`src/hdl/ffe_pkg.sv`:
```
`timescale 1ns / 1ps
`default_nettype none
// ----------------------------------------------------------------------------
// ffe_pkg: shared types and constants of the Fourier forcing evaluator
// Command codes, register indexes, micro-operation codes and the
// quarter-wave sine polynomial.
// ----------------------------------------------------------------------------
package ffe_pkg;

    localparam int MAX_MODES_DEF = 256;
    localparam int TRIG_BITS_DEF = 16;

    localparam int CFG_IDX_W = 2;
    localparam int CFG_DATA_W = 32;

    localparam logic [CFG_IDX_W-1:0] CFG_MODE_COUNT  = 2'd0;
    localparam logic [CFG_IDX_W-1:0] CFG_FORCE_SCALE = 2'd1;
    localparam logic [CFG_IDX_W-1:0] CFG_THREE_D     = 2'd2;

    localparam logic CMD_LOAD = 1'b0;
    localparam logic CMD_EVAL = 1'b1;

    localparam logic [3:0] WSEL_K_X   = 4'd0;
    localparam logic [3:0] WSEL_K_Z   = 4'd2;
    localparam logic [3:0] WSEL_AMP   = 4'd3;
    localparam logic [3:0] WSEL_COS_X = 4'd4;
    localparam logic [3:0] WSEL_COS_Z = 4'd6;
    localparam logic [3:0] WSEL_SIN_X = 4'd7;
    localparam logic [3:0] WSEL_SIN_Z = 4'd9;

    localparam int FETCH_WORDS = 10;

    typedef enum logic [3:0] {
        MUL_NONE,
        MUL_KX,
        MUL_KY,
        MUL_KZ,
        MUL_TT,
        MUL_PT2,
        MUL_PT,
        MUL_AC,
        MUL_BS,
        MUL_AI,
        MUL_SLO,
        MUL_SHI
    } mul_op_t;

    typedef enum logic [3:0] {
        WB_NONE,
        WB_PH_CLR,
        WB_PH_ADD,
        WB_T2,
        WB_HORN,
        WB_FIN,
        WB_AC,
        WB_BS,
        WB_ACC,
        WB_SLO,
        WB_SHI
    } wb_op_t;

    typedef struct packed {
        logic       capture;
        logic       load;
        logic       fetch;
        logic [3:0] fetch_word;
        mul_op_t    mul;
        wb_op_t     wb;
        logic [1:0] axis;
        logic       cos_pass;
        logic [2:0] horn_idx;
    } dp_cmd_t;

    // Q30 coefficients of the odd polynomial for sin(pi/2 t)
    function automatic logic [31:0] sin_poly(input logic [2:0] i);
        logic [31:0] c;
        begin
            case (i)
                3'd0:    c = 32'd1686629713;
                3'd1:    c = 32'd693598668;
                3'd2:    c = 32'd85569306;
                3'd3:    c = 32'd5026995;
                3'd4:    c = 32'd172272;
                3'd5:    c = 32'd3864;
                3'd6:    c = 32'd61;
                default: c = 32'd0;
            endcase
            return c;
        end
    endfunction

endpackage
`default_nettype wire

```
`src/hdl/ffe_ctrl.sv`:
```
`timescale 1ns / 1ps
`default_nettype none
// ----------------------------------------------------------------------------
// ffe_ctrl: sequencer of the Fourier forcing evaluator
// Walks the fetch, per-mode micro-program and final scaling steps, and
// owns the input and output handshakes.
// ----------------------------------------------------------------------------
module ffe_ctrl #(
    parameter int MAX_MODES = ffe_pkg::MAX_MODES_DEF,
    localparam int IDX_W = (MAX_MODES > 1) ? $clog2(MAX_MODES) : 1,
    localparam int CNT_W = $clog2(MAX_MODES + 1)
) (
    input  wire logic             clk,
    input  wire logic             rst_n,
    input  wire logic             s_tvalid,
    output logic                  s_tready,
    input  wire logic             cmd_bit,
    input  wire logic [CNT_W-1:0] n_modes,
    output logic [IDX_W-1:0]      mode_idx,
    output ffe_pkg::dp_cmd_t      cmd,
    output logic                  m_tvalid,
    input  wire logic             m_tready
);
    import ffe_pkg::*;

    typedef enum logic [4:0] {
        ST_IDLE  = 5'b00001,
        ST_FETCH = 5'b00010,
        ST_CALC  = 5'b00100,
        ST_WAIT  = 5'b01000,
        ST_SCALE = 5'b10000
    } state_t;

    localparam logic [5:0] FETCH_LAST = 6'(FETCH_WORDS);
    localparam logic [5:0] CALC_LAST  = 6'd55;
    localparam logic [5:0] SCALE_LAST = 6'd11;

    state_t           state_reg, state_next;
    logic [5:0]       step_reg, step_next;
    logic [CNT_W-1:0] mode_reg, mode_next;
    logic             out_valid_reg, out_valid_next;

    logic             accept;
    logic [4:0]       pair;
    logic [CNT_W-1:0] mode_inc;
    mul_op_t          mul_sel;
    wb_op_t           wb_sel;

    assign s_tready = (state_reg == ST_IDLE);
    assign accept   = s_tvalid & s_tready;
    assign m_tvalid = out_valid_reg;
    assign mode_idx = mode_reg[IDX_W-1:0];
    assign mode_inc = mode_reg + CNT_W'(1);
    assign pair     = step_reg[5:1];

    // micro-program: even cycle multiplies, odd cycle writes the product back
    always_comb
    begin
        cmd            = '0;
        cmd.mul        = MUL_NONE;
        cmd.wb         = WB_NONE;
        cmd.fetch_word = step_reg[3:0];
        mul_sel        = MUL_NONE;
        wb_sel         = WB_NONE;
        unique case (state_reg)
            ST_IDLE:
            begin
                cmd.capture = accept & (cmd_bit == CMD_EVAL);
                cmd.load    = accept & (cmd_bit == CMD_LOAD);
            end
            ST_FETCH:
            begin
                cmd.fetch = (step_reg < FETCH_LAST);
            end
            ST_CALC:
            begin
                cmd.cos_pass = (pair >= 5'd11);
                cmd.horn_idx = (pair <= 5'd9) ? 3'(5'd9 - pair) : 3'(5'd17 - pair);
                if (pair >= 5'd25)
                    cmd.axis = 2'd2;
                else if (pair >= 5'd22)
                    cmd.axis = 2'd1;
                else
                    cmd.axis = 2'd0;
                unique case (pair) inside
                    5'd0:
                    begin
                        mul_sel = MUL_KX;
                        wb_sel  = WB_PH_CLR;
                    end
                    5'd1:
                    begin
                        mul_sel = MUL_KY;
                        wb_sel  = WB_PH_ADD;
                    end
                    5'd2:
                    begin
                        mul_sel = MUL_KZ;
                        wb_sel  = WB_PH_ADD;
                    end
                    5'd3, 5'd11:
                    begin
                        mul_sel = MUL_TT;
                        wb_sel  = WB_T2;
                    end
                    [5'd4:5'd9], [5'd12:5'd17]:
                    begin
                        mul_sel = MUL_PT2;
                        wb_sel  = WB_HORN;
                    end
                    5'd10, 5'd18:
                    begin
                        mul_sel = MUL_PT;
                        wb_sel  = WB_FIN;
                    end
                    5'd19, 5'd22, 5'd25:
                    begin
                        mul_sel = MUL_AC;
                        wb_sel  = WB_AC;
                    end
                    5'd20, 5'd23, 5'd26:
                    begin
                        mul_sel = MUL_BS;
                        wb_sel  = WB_BS;
                    end
                    5'd21, 5'd24, 5'd27:
                    begin
                        mul_sel = MUL_AI;
                        wb_sel  = WB_ACC;
                    end
                    default:
                    begin
                        mul_sel = MUL_NONE;
                        wb_sel  = WB_NONE;
                    end
                endcase
                cmd.mul = step_reg[0] ? MUL_NONE : mul_sel;
                cmd.wb  = step_reg[0] ? wb_sel : WB_NONE;
            end
            ST_WAIT:
            begin
                cmd.mul = MUL_NONE;
            end
            ST_SCALE:
            begin
                cmd.axis = (pair >= 5'd4) ? 2'd2 : ((pair >= 5'd2) ? 2'd1 : 2'd0);
                mul_sel  = pair[0] ? MUL_SHI : MUL_SLO;
                wb_sel   = pair[0] ? WB_SHI : WB_SLO;
                cmd.mul  = step_reg[0] ? MUL_NONE : mul_sel;
                cmd.wb   = step_reg[0] ? wb_sel : WB_NONE;
            end
            default:
            begin
                cmd.mul = MUL_NONE;
            end
        endcase
    end

    always_comb
    begin
        state_next     = state_reg;
        step_next      = step_reg;
        mode_next      = mode_reg;
        out_valid_next = out_valid_reg;
        if (out_valid_reg && m_tready)
            out_valid_next = 1'b0;
        unique case (state_reg)
            ST_IDLE:
            begin
                step_next = '0;
                mode_next = '0;
                if (accept && (cmd_bit == CMD_EVAL))
                    state_next = (n_modes == '0) ? ST_WAIT : ST_FETCH;
            end
            ST_FETCH:
            begin
                if (step_reg == FETCH_LAST)
                begin
                    state_next = ST_CALC;
                    step_next  = '0;
                end
                else
                    step_next = step_reg + 6'd1;
            end
            ST_CALC:
            begin
                if (step_reg == CALC_LAST)
                begin
                    step_next = '0;
                    if (mode_inc == n_modes)
                        state_next = ST_WAIT;
                    else
                    begin
                        mode_next  = mode_inc;
                        state_next = ST_FETCH;
                    end
                end
                else
                    step_next = step_reg + 6'd1;
            end
            ST_WAIT:
            begin
                // hold until the previous result has been taken
                step_next = '0;
                if (!out_valid_reg)
                    state_next = ST_SCALE;
            end
            ST_SCALE:
            begin
                if (step_reg == SCALE_LAST)
                begin
                    state_next     = ST_IDLE;
                    step_next      = '0;
                    out_valid_next = 1'b1;
                end
                else
                    step_next = step_reg + 6'd1;
            end
            default:
            begin
                state_next = ST_IDLE;
            end
        endcase
    end

    always_ff @(posedge clk or negedge rst_n)
    begin
        if (!rst_n)
        begin
            state_reg     <= ST_IDLE;
            step_reg      <= '0;
            mode_reg      <= '0;
            out_valid_reg <= 1'b0;
        end
        else
        begin
            state_reg     <= state_next;
            step_reg      <= step_next;
            mode_reg      <= mode_next;
            out_valid_reg <= out_valid_next;
        end
    end

endmodule
`default_nettype wire

```
`config.mk`:
```
export PLATFORM = sky130hd
export DESIGN_NAME = ffe_ctrl
export DESIGN_NICKNAME = d
export VERILOG_FILES = /design/src/hdl/ffe_pkg.sv /design/src/hdl/ffe_ctrl.sv
export SDC_FILE = /design/constraint.sdc
export NUM_CORES = 1
export LEC_CHECK = 0
export BUFFER_PORTS_ARGS = -buffer_cell sky130_fd_sc_hd__buf_2
export CAP_MARGIN = 0
export CORE_MARGIN = 2
export CORE_UTILIZATION = 30
export DETAILED_ROUTE_END_ITERATION = 10
export PLACE_DENSITY = 0.58
export SYNTH_ARGS = -nofsm -noshare
export SYNTH_HDL_FRONTEND = slang
export SYNTH_SLANG_ARGS = --single-unit
```
`constraint.sdc`:
```
create_clock -name clk -period 2.84 [get_ports clk]
set_input_delay 0.426 -clock clk [delete_from_list [all_inputs] [get_ports clk]]
set_output_delay 0.426 -clock clk [all_outputs]
set_load 0.01 [all_outputs]
```
==> metrics.txt, run 1 <==
multi-input logic area 1550 sq um; first-pass GRT wire length 10,700 um; post-synthesis sequential area ratio 0.229; pin count of the biggest net entering global routing 22; hold violation count in the final report 0; worst slew pin tran 536 ps; post-synthesis simple-gate area fraction 0.279; Synth Area in Compound Gates 0.273; Synth warnings 0; commonest non-fill, non-tap cell in the layout buf_2; xor/xnor cell area share of the yosys netlist 0.0496; max-cap viol count 0; clock skew 2.89 ps; worst skew pair latency 270 ps; outcome finished clean; number of flip-flops in the largest register 9; Clock Sink Count 21; number of synthesized flops with an enable pin 0; Worst Setup End Kind primary output; DR WL/cell 14.3 um; Data required, critical path 2410 ps; Clock Tree Buf Depth 2; GR Util met3 0.0116; total power 1.20 mW; Synth Cell Area 2300 sq um; Max transition margin 0.643; vias in the first global route 2,152; unrepaired setup endpoints after global routing no; Setup crit start kind flip-flop; via/cell ratio 5.33; asr flop ratio synth 1.00; GRT overflow 0; Layout area overhead 15.4%; Synthesized Nets 338; Starting Density 0.313; clk slew on worst S/H paths 80 ps; met2 Use GR 0.245; Slew Limit Fails 0; DRT Pass-1 Iters 4; Final #Nets 370; Iteration-0 DRC Markers 175; worst hold path type in2async; number of synthesized register bits 21; I/O Buffers 44; CTS Hold Bufs 0; GR Layer Usage met1 0.223; final setup vio count 0; adder-cell share of the synthesized area 0.0490; total CTS buffers 3; Tcrit/Tclk final 0.960; final core occ 0.361; VDD IR max 0.196 mV; R2R depth 7; Worst Setup Path Type reg2out; minimum clock period 2730 ps; pwr dens 453 nW/um^2; Horiz. Die Dim 91.5 um; initial antenna violation count 0; Achievable Freq 367 MHz; total track usage 0.155; share of layout cells above drive strength 1 0.251; Cell variety after synth 58; Die ar. 8370 sq um; hpwl dp 4890 um; ANT nets after route 0; final wirelength 6370 um; setup_tns 0 ps; Final GP Congestion 1.02; Syn Inst Count 315; Filler Cell Count 796; Register Area 529 sq um; I/O pin total 45; Critical Path AT 2300 ps; H-tree levels 1; FP Rows 31; Via Count 2,370; CTS tree yes; Core Area 7330 sq um; most frequent cells in the layout 44 x buf_2, 31 x nand2_1, 27 x nor2_1; busiest grt layer met2; Root Driver clkbuf_8; DRC 0; Top FF cell, synth dfrtp_1; largest family of logic cells by synthesized area simple AND/OR/NAND/NOR gates; leakage power 1.20 nW; Die Y 91.5 um; Critical Path Fanout Max 16; Mean Syn Cell Area 7.29 sq um; ant diodes 0; post-synthesis mux area share 0.00871
## report_power, final
group | total [mW] | switching (mW) | internal [mW]
Sequential | 0.382 | 0.0491 | 0.333
Combinational | 0.619 | 0.394 | 0.225
Clock | 0.200 | 0.102 | 0.0980
Total | 1.20 | 0.545 | 0.656
## synth_stat cells (3+ instances only)
| library cell | count | share of area |
|---|---|---|
| buf_4 | 13 | 0.042 |
| dfrtp_1 | 20 | 0.22 |
| ha_1 | 9 | 0.049 |
| nor3_1 | 11 | 0.024 |
| a31oi_1 | 5 | 0.014 |
| or3_1 | 3 | 0.0082 |
| buf_2 | 8 | 0.017 |
| or2_2 | 3 | 0.0082 |
| o22ai_1 | 4 | 0.011 |
| inv_1 | 15 | 0.025 |
| or4_1 | 3 | 0.0098 |
| o21ai_0 | 22 | 0.048 |
| o211ai_1 | 8 | 0.026 |
| nor2_1 | 28 | 0.046 |
| nor4_1 | 6 | 0.016 |
| clkbuf_1 | 8 | 0.013 |
| and2_1 | 5 | 0.014 |
| a21o_1 | 3 | 0.0098 |
| nand2_1 | 32 | 0.052 |
| nand2b_1 | 3 | 0.0082 |
| a22oi_1 | 6 | 0.020 |
| nor2b_1 | 4 | 0.011 |
| and3_1 | 5 | 0.014 |
| xor2_1 | 4 | 0.015 |
| a21oi_1 | 16 | 0.035 |
| o21a_1 | 5 | 0.016 |
| a22o_1 | 3 | 0.011 |
| xnor2_1 | 9 | 0.034 |
| o31ai_1 | 4 | 0.013 |
| o311ai_0 | 3 | 0.011 |
| nand3_1 | 13 | 0.028 |
| nand4_1 | 4 | 0.011 |
## metal layers
| metal | routed length (um) | vias to the layer above |
|---|---|---|
| li1 | - | 1201 |
| met1 | 2990 | 1098 |
| met2 | 3010 | 64 |
| met3 | 288 | 7 |
| met4 | 78 | 0 |
| met5 | 0 | - |
## per-stage QoR
step                      std cells  setup slack (ps)  cell area (sq um)  hold WS, ps
after floorplan                 315               245               2300          130
after global placement          440               282               2550          420
after detailed placement        440               258               2550          424
after CTS                       444              39.9               2600          133
after global routing            445              3.32               2650          152
final                           445               114               2650          121
## final timing paths
path                                              start  slack [ps]                       to
worst min register to register  mode_reg[8]$_DFFE_PN0P_         560  mode_reg[8]$_DFFE_PN0P_
worst max-delay path            step_reg[3]$_DFFE_PN0P_         110                  cmd[10]
worst max register to register  mode_reg[2]$_DFFE_PN0P_         300  mode_reg[7]$_DFFE_PN0P_
worst min-delay path                              rst_n         120  mode_reg[0]$_DFFE_PN0P_
min in group clk                               m_tready         340       m_tvalid$_DFF_PN0_
max in group asynchronous                         rst_n        2350  step_reg[5]$_DFFE_PN0P_
## critical path, cell delays in order (launching register included)
cell	delay, ps
dfrtp_1	440
buf_6	180
ha_1	210
o311ai_0	300
o2bb2ai_1	240
a31oi_1	160
and2_1	200
a22o_1	170
buf_2	130
## cell type report
cell class	count	share of cell area
inverter	16	0.0255
clock inverter	1	0.00189
tap	99	0.0467
clock buffer	3	0.0156
sequential	21	0.200
multi-input combinational	246	0.584
timing repair buffer	59	0.127
## logic make-up after synthesis
logic type,after synthesis
fa+ha+maj,9
simple gates,128
xor+xnor,13
flops,21
buf+inv,48
mux,2
compound gates,94
## repair_timing
action / in CTS / in global routing
setup endpoints to repair: 3 / 6
gates resized for setup: 3 / 15
setup buffers: 0 / 1
pin swaps: 0 / 3
(Power assumes the default switching activity.)
==> run 2: changes to the inputs <==
==> constraint.sdc (replaced) <==
create_clock -name clk -period 3 [get_ports clk]
set_input_delay 0.45 -clock clk [delete_from_list [all_inputs] [get_ports clk]]
set_output_delay 0.45 -clock clk [all_outputs]
set_load 0.01 [all_outputs]
==> run 2 against run 1 <==
Hold slack improved by 26 ps. Critical path depth decreased by 1. Highest routed layer unchanged. Register-to-register slack better by 70 ps. Clock-buffer cell count is the same. First-iteration DRC count fell by 19%. Via count up 3.6%. Clock skew about the same. Global-route usage up 0.29 points. Final cell count unchanged. Non-clock buffer count is the same. Critical path type unchanged. Sequential share of layout area up 0.15 points.
==> metrics.txt, run 2 (same netlist as run 1, synthesis figures left out) <==
outcome finished clean (unchanged); Max transition margin 0.400 (was 0.643); Via Count 2,456 (was 2,370); multi-input logic area 1530 sq um (was 1550 sq um); Worst Setup End Kind primary output (unchanged); clock skew 3.01 ps (was 2.89 ps); Iteration-0 DRC Markers 141 (was 175); most frequent cells in the layout 44 x buf_2, 32 x nand2_1, 28 x nor2_1 (was 44 x buf_2, 31 x nand2_1, 27 x nor2_1); total track usage 0.158 (was 0.155); DR WL/cell 14.7 um (was 14.3 um); Filler Cell Count 773 (was 796); Worst Setup Path Type reg2out (unchanged); final wirelength 6560 um (was 6370 um); initial antenna violation count 0 (unchanged); Post-Layout Cell Count 445 (unchanged); Placed Cells 436 (was 440); Critical Path AT 2400 ps (was 2300 ps); VDD IR max 0.183 mV (was 0.196 mV); Clock Tree Buf Depth 2 (unchanged); vias in the first global route 2,277 (was 2,152); Die Y 91.5 um (unchanged); final setup vio count 0 (unchanged); Setup crit start kind flip-flop (unchanged); DRC 0 (unchanged); CTS Hold Bufs 0 (unchanged); Tcrit/Tclk final 0.951; Core Area 7330 sq um (unchanged); number of flip-flops in the largest register 9 (unchanged); minimum clock period 2850 ps; Final GP Congestion 0.977 (was 1.02); Root Driver clkbuf_8 (unchanged); share of layout cells above drive strength 1 0.234 (was 0.251); worst skew pair latency 260 ps (was 270 ps); Starting Density 0.313 (unchanged); max-cap viol count 0 (unchanged); DRT Pass-1 Iters 4 (unchanged); FP Rows 31 (unchanged); Slew Limit Fails 0 (unchanged); I/O pin total 45 (unchanged); clk slew on worst S/H paths 80 ps (about the same); leakage power 1.19 nW (was 1.20 nW); Register Area 528 sq um (was 529 sq um); Die ar. 8370 sq um (unchanged); worst hold path type in2async (unchanged); Achievable Freq 351 MHz; Layout area overhead 14.2% (was 15.4%); pin count of the biggest net entering global routing 22 (unchanged); Final #Nets 370 (unchanged); hpwl dp 4920 um (was 4890 um); H-tree levels 1 (unchanged); pwr dens 435 nW/um^2 (was 453 nW/um^2); hold violation count in the final report 0 (unchanged); total CTS buffers 3 (unchanged); worst slew pin tran 900 ps (was 536 ps); placed inst area 2520 sq um (was 2550 sq um); Data required, critical path 2550 ps (was 2410 ps); GRT overflow 0 (unchanged); first-pass GRT wire length 11,000 um (was 10,700 um); Horiz. Die Dim 91.5 um (unchanged); CTS tree yes (unchanged); I/O Buffers 44 (unchanged); Critical Path Fanout Max 7 (was 16); Final Cell Area 2620 sq um (was 2650 sq um); Clock Sink Count 21 (unchanged); ant diodes 0 (unchanged); via/cell ratio 5.52 (was 5.33); ANT nets after route 0 (unchanged); commonest non-fill, non-tap cell in the layout buf_2 (unchanged)
-- run 2: power breakdown --
group / total (mW) / internal, mW / switching (mW)
Clock: 0.195 / 0.0927 / 0.102
Combinational: 0.580 / 0.206 / 0.374
Sequential: 0.367 / 0.315 / 0.0513
Total: 1.14 / 0.614 / 0.527
-- run 2: routing by layer --
| metal | vias to the layer above | wire [um] | track usage |
|---|---|---|---|
| met5 | - | 0 | 0 |
| met2 | 88 | 3080 | 0.257 |
| li1 | 1204 | - | - |
| met4 | 0 | 112 | 0.0442 |
| met3 | 12 | 373 | 0.0141 |
| met1 | 1152 | 2990 | 0.221 |
-- run 2: stage by stage --
stage / setup TNS (ps) / util / total power, mW / setup WS (ps) / hold WS, ps
after floorplan: 0 / - / 0.774 / 381 / 154
after global placement: 0 / 0.344 / 0.913 / 383 / 445
after detailed placement: 0 / 0.344 / 0.914 / 332 / 461
after CTS: 0 / 0.350 / 1.11 / 29.3 / 171
after global routing: -1.06 / 0.358 / 1.24 / -1.06 / 180
final: 0 / 0.358 / 1.14 / 148 / 148
-- run 2: timing repair --
action / in CTS / in global routing
gates resized for setup: 0 / 7
setup buffers: 0 / 5
setup endpoints to repair: 0 / 5
hold endpoints to repair: 0 / 0
-- run 2: final timing paths --
| path | from | end | slack, ps | cells past startpoint |
|---|---|---|---|---|
| max in group asynchronous | rst_n | step_reg[2]$_DFFE_PN0P_ | 2480 | 1 |
| hold / removal | rst_n | step_reg[1]$_DFFE_PN0P_ | 150 | 1 |
| min in group clk | m_tready | m_tvalid$_DFF_PN0_ | 360 | 2 |
| setup reg to reg | mode_reg[0]$_DFFE_PN0P_ | mode_reg[7]$_DFFE_PN0P_ | 370 | 7 |
| hold reg to reg | mode_reg[8]$_DFFE_PN0P_ | mode_reg[8]$_DFFE_PN0P_ | 570 | 2 |
| setup / recovery | step_reg[2]$_DFFE_PN0P_ | cmd[7] | 150 | 7 |
-- run 2: area by class of cell --
class                      instances  share of cell area
multi-input combinational        246               0.583
sequential                        21               0.201
timing repair buffer              59               0.127
tap                               99              0.0472
inverter                          16              0.0243
clock buffer                       3              0.0157
clock inverter                     1             0.00191
-- run 2: critical path, cell delays in order (launching register included) --
cell	delay, ps
dfrtp_2	470
ha_2	230
nor2b_1	170
and2_1	180
o21ai_1	160
or4b_2	610
a21o_1	190
buf_2	130
==> run 3: changes to the inputs <==
--- a/config.mk
+++ b/config.mk
@@ -8,9 +8,10 @@
 export BUFFER_PORTS_ARGS = -buffer_cell sky130_fd_sc_hd__buf_2
 export CAP_MARGIN = 0
 export CORE_MARGIN = 2
-export CORE_UTILIZATION = 30
+export CORE_UTILIZATION = 56
+export CTS_CLUSTER_DIAMETER = 30
 export DETAILED_ROUTE_END_ITERATION = 10
-export PLACE_DENSITY = 0.58
+export PLACE_DENSITY = 0.9
 export SYNTH_ARGS = -nofsm -noshare
 export SYNTH_HDL_FRONTEND = slang
 export SYNTH_SLANG_ARGS = --single-unit
==> run 3 against run 2 <==
Worst setup slack lost 57 ps. Cell area shrank 4.4%. Flip-flop and latch count is the same. Register-to-register slack is essentially flat. Die area shrank 45%. Via count is the same. First-iteration DRC count grew 68%. Critical endpoint unchanged.
==> metrics.txt, run 3 (same netlist as run 1, synthesis figures left out) <==
Starting Density 0.578 (was 0.313); via/cell ratio 6.28 (was 5.52); Combinational Power Share 0.493 (was 0.508); Critical Path AT 2460 ps (was 2400 ps); clk slew on worst S/H paths 80 ps (about the same); VDD IR max 0.330 mV (was 0.183 mV); FP Rows 23 (was 31); Post-Layout Cell Count 391 (was 445); DRT Pass-1 Iters 5 (was 4); worst reg2reg setup slack 380 ps (was 370 ps); Critical Path Fanout Max 13 (was 7); Worst Setup End Kind primary output (unchanged); Max transition margin 0.399 (was 0.400); Clock Sink Count 21 (unchanged); pwr dens 442 nW/um^2 (was 435 nW/um^2); CTS Hold Bufs 0 (unchanged); Die Y 68.1 um (was 91.5 um); worst slew pin tran 901 ps (was 900 ps); first-pass GRT wire length 9240 um (was 11,000 um); Worst Setup Path Type reg2out (unchanged); worst setup path start step_reg[4]$_DFFE_PN0P_ (was step_reg[2]$_DFFE_PN0P_); Cell Int Power 0.598 mW (was 0.614 mW); Via Count 2,456 (unchanged); DRC 0 (unchanged); ant diodes 0 (unchanged); Die ar. 4630 sq um (was 8370 sq um); initial antenna violation count 0 (unchanged); DR WL/cell 15.1 um (was 14.7 um); total CTS buffers 3 (unchanged); outcome finished clean (unchanged); most frequent cells in the layout 44 x buf_2, 32 x nand2_1, 28 x nor2_1 (unchanged); reg2reg start step_reg[3]$_DFFE_PN0P_ (was mode_reg[0]$_DFFE_PN0P_); Setup crit start kind flip-flop (unchanged); Sw Ratio 0.460 (was 0.462); I/O Buffers 44 (unchanged); Final GP Congestion 0.998 (was 0.977); ANT nets after route 0 (unchanged); leakage power 1.17 nW (was 1.19 nW); Clock power frac 0.170 (was 0.171); Placed Cells 386 (was 436); commonest non-fill, non-tap cell in the layout buf_2 (unchanged); Root Driver clkbuf_8 (unchanged); setup_tns 0 ps (unchanged); Tcrit/Tclk final 0.970 (was 0.951); worst skew pair latency 260 ps (about the same); Layout area overhead 9.20% (was 14.2%); Horiz. Die Dim 68.1 um (was 91.5 um); Clock Tree Buf Depth 2 (unchanged); max-cap viol count 0 (unchanged); Psw 0.510 mW (was 0.527 mW); Iteration-0 DRC Markers 237 (was 141); Final #Nets 365 (was 370); share of layout cells above drive strength 1 0.214 (was 0.234); hold violation count in the final report 0 (unchanged); minimum clock period 2910 ps (was 2850 ps); number of flip-flops in the largest register 9 (unchanged); Core Area 3970 sq um (was 7330 sq um); Slew Limit Fails 0 (unchanged); pin count of the biggest net entering global routing 22 (unchanged); CTS tree yes (unchanged); hpwl dp 4490 um (was 4920 um); final wirelength 5910 um (was 6560 um); clock skew 2.07 ps (was 3.01 ps); total track usage 0.258 (was 0.158); final setup vio count 0 (unchanged); unrepaired setup endpoints after global routing no; GRT overflow 0 (unchanged); worst hold path type in2async (unchanged); Achievable Freq 344 MHz (was 351 MHz); vias in the first global route 2,079 (was 2,277); Data required, critical path 2550 ps (about the same); I/O pin total 45 (unchanged); H-tree levels 1 (unchanged); Seq pwr share 0.337 (was 0.321)
## run 3: changes by cell type in the layout (fill, tap and decap cells not counted), moves of 2 or more
cell and delta:
dfrtp_1 -2, inv_1 +2, buf_4 -6, ha_2 -2, dfrtp_2 +2, ha_1 +2
## run 3: power by group through the flow
stage	clock [mW]	sequential, mW	combinational, mW
floorplan	0	0.350	0.424
global placement	0	0.376	0.512
detailed placement	0	0.379	0.525
CTS	0.194	0.376	0.527
global route	0.204	0.380	0.602
finish	0.188	0.374	0.547
## run 3: path summary, 6_finish.rpt
kind                                             to  cells after the start
max                                          cmd[7]                      7
min                              m_tvalid$_DFF_PN0_                      1
max reg2reg                state_reg[1]$_DFFE_PN0P_                      9
min reg2reg                 step_reg[3]$_DFFE_PN0P_                      1
max in group asynchronous   step_reg[1]$_DFFE_PN0P_                      1
min in group clk                 m_tvalid$_DFF_PN0_                      2
## run 3: what timing repair did
| action | 4_1_cts | 5_1_grt |
|---|---|---|
| gates resized for setup | 2 | 2 |
| buffers inserted | 0 | 1 |
| setup endpoints to repair | 2 | 3 |
## run 3: worst max-delay path: stages (launching register included)
cell and delay, ps:
dfrtp_1 610, nand2b_1 210, o22ai_1 110, a21oi_1 150
nor2_1 80, or4b_2 680, a21o_1 210, buf_2 140
## run 3: per-stage QoR
step | util | total power [mW] | hold WS [ps] | area (sq um) | setup WS, ps
4_1_cts | 0.630 | 1.10 | 145 | 2500 | 50.2
3_3_place_gp | 0.618 | 0.888 | 433 | 2450 | 343
2_1_floorplan | - | 0.774 | 154 | 2300 | 381
5_1_grt | 0.632 | 1.19 | 173 | 2510 | 10.9
6_report | 0.632 | 1.11 | 133 | 2510 | 91.1
3_5_place_dp | 0.618 | 0.904 | 434 | 2450 | 287
## run 3: per-layer routing
layer | global-route usage | vias to the layer above | wire, um
met5 | 0 | - | 0
met2 | 0.427 | 126 | 2860
met3 | 0.0280 | 8 | 451
li1 | - | 1181 | -
met1 | 0.350 | 1141 | 2520
met4 | 0.0850 | 0 | 76
## run 3: final cells by class
class,count,area (sq um)
Clock inverter,1,5.00
Tap cell,50,62.6
Multi-Input combinational cell,246,1520
Fill cell,342,1460
Timing Repair Buffer,54,293
Inverter,16,60.1
Clock buffer,3,41.3
Sequential cell,21,531
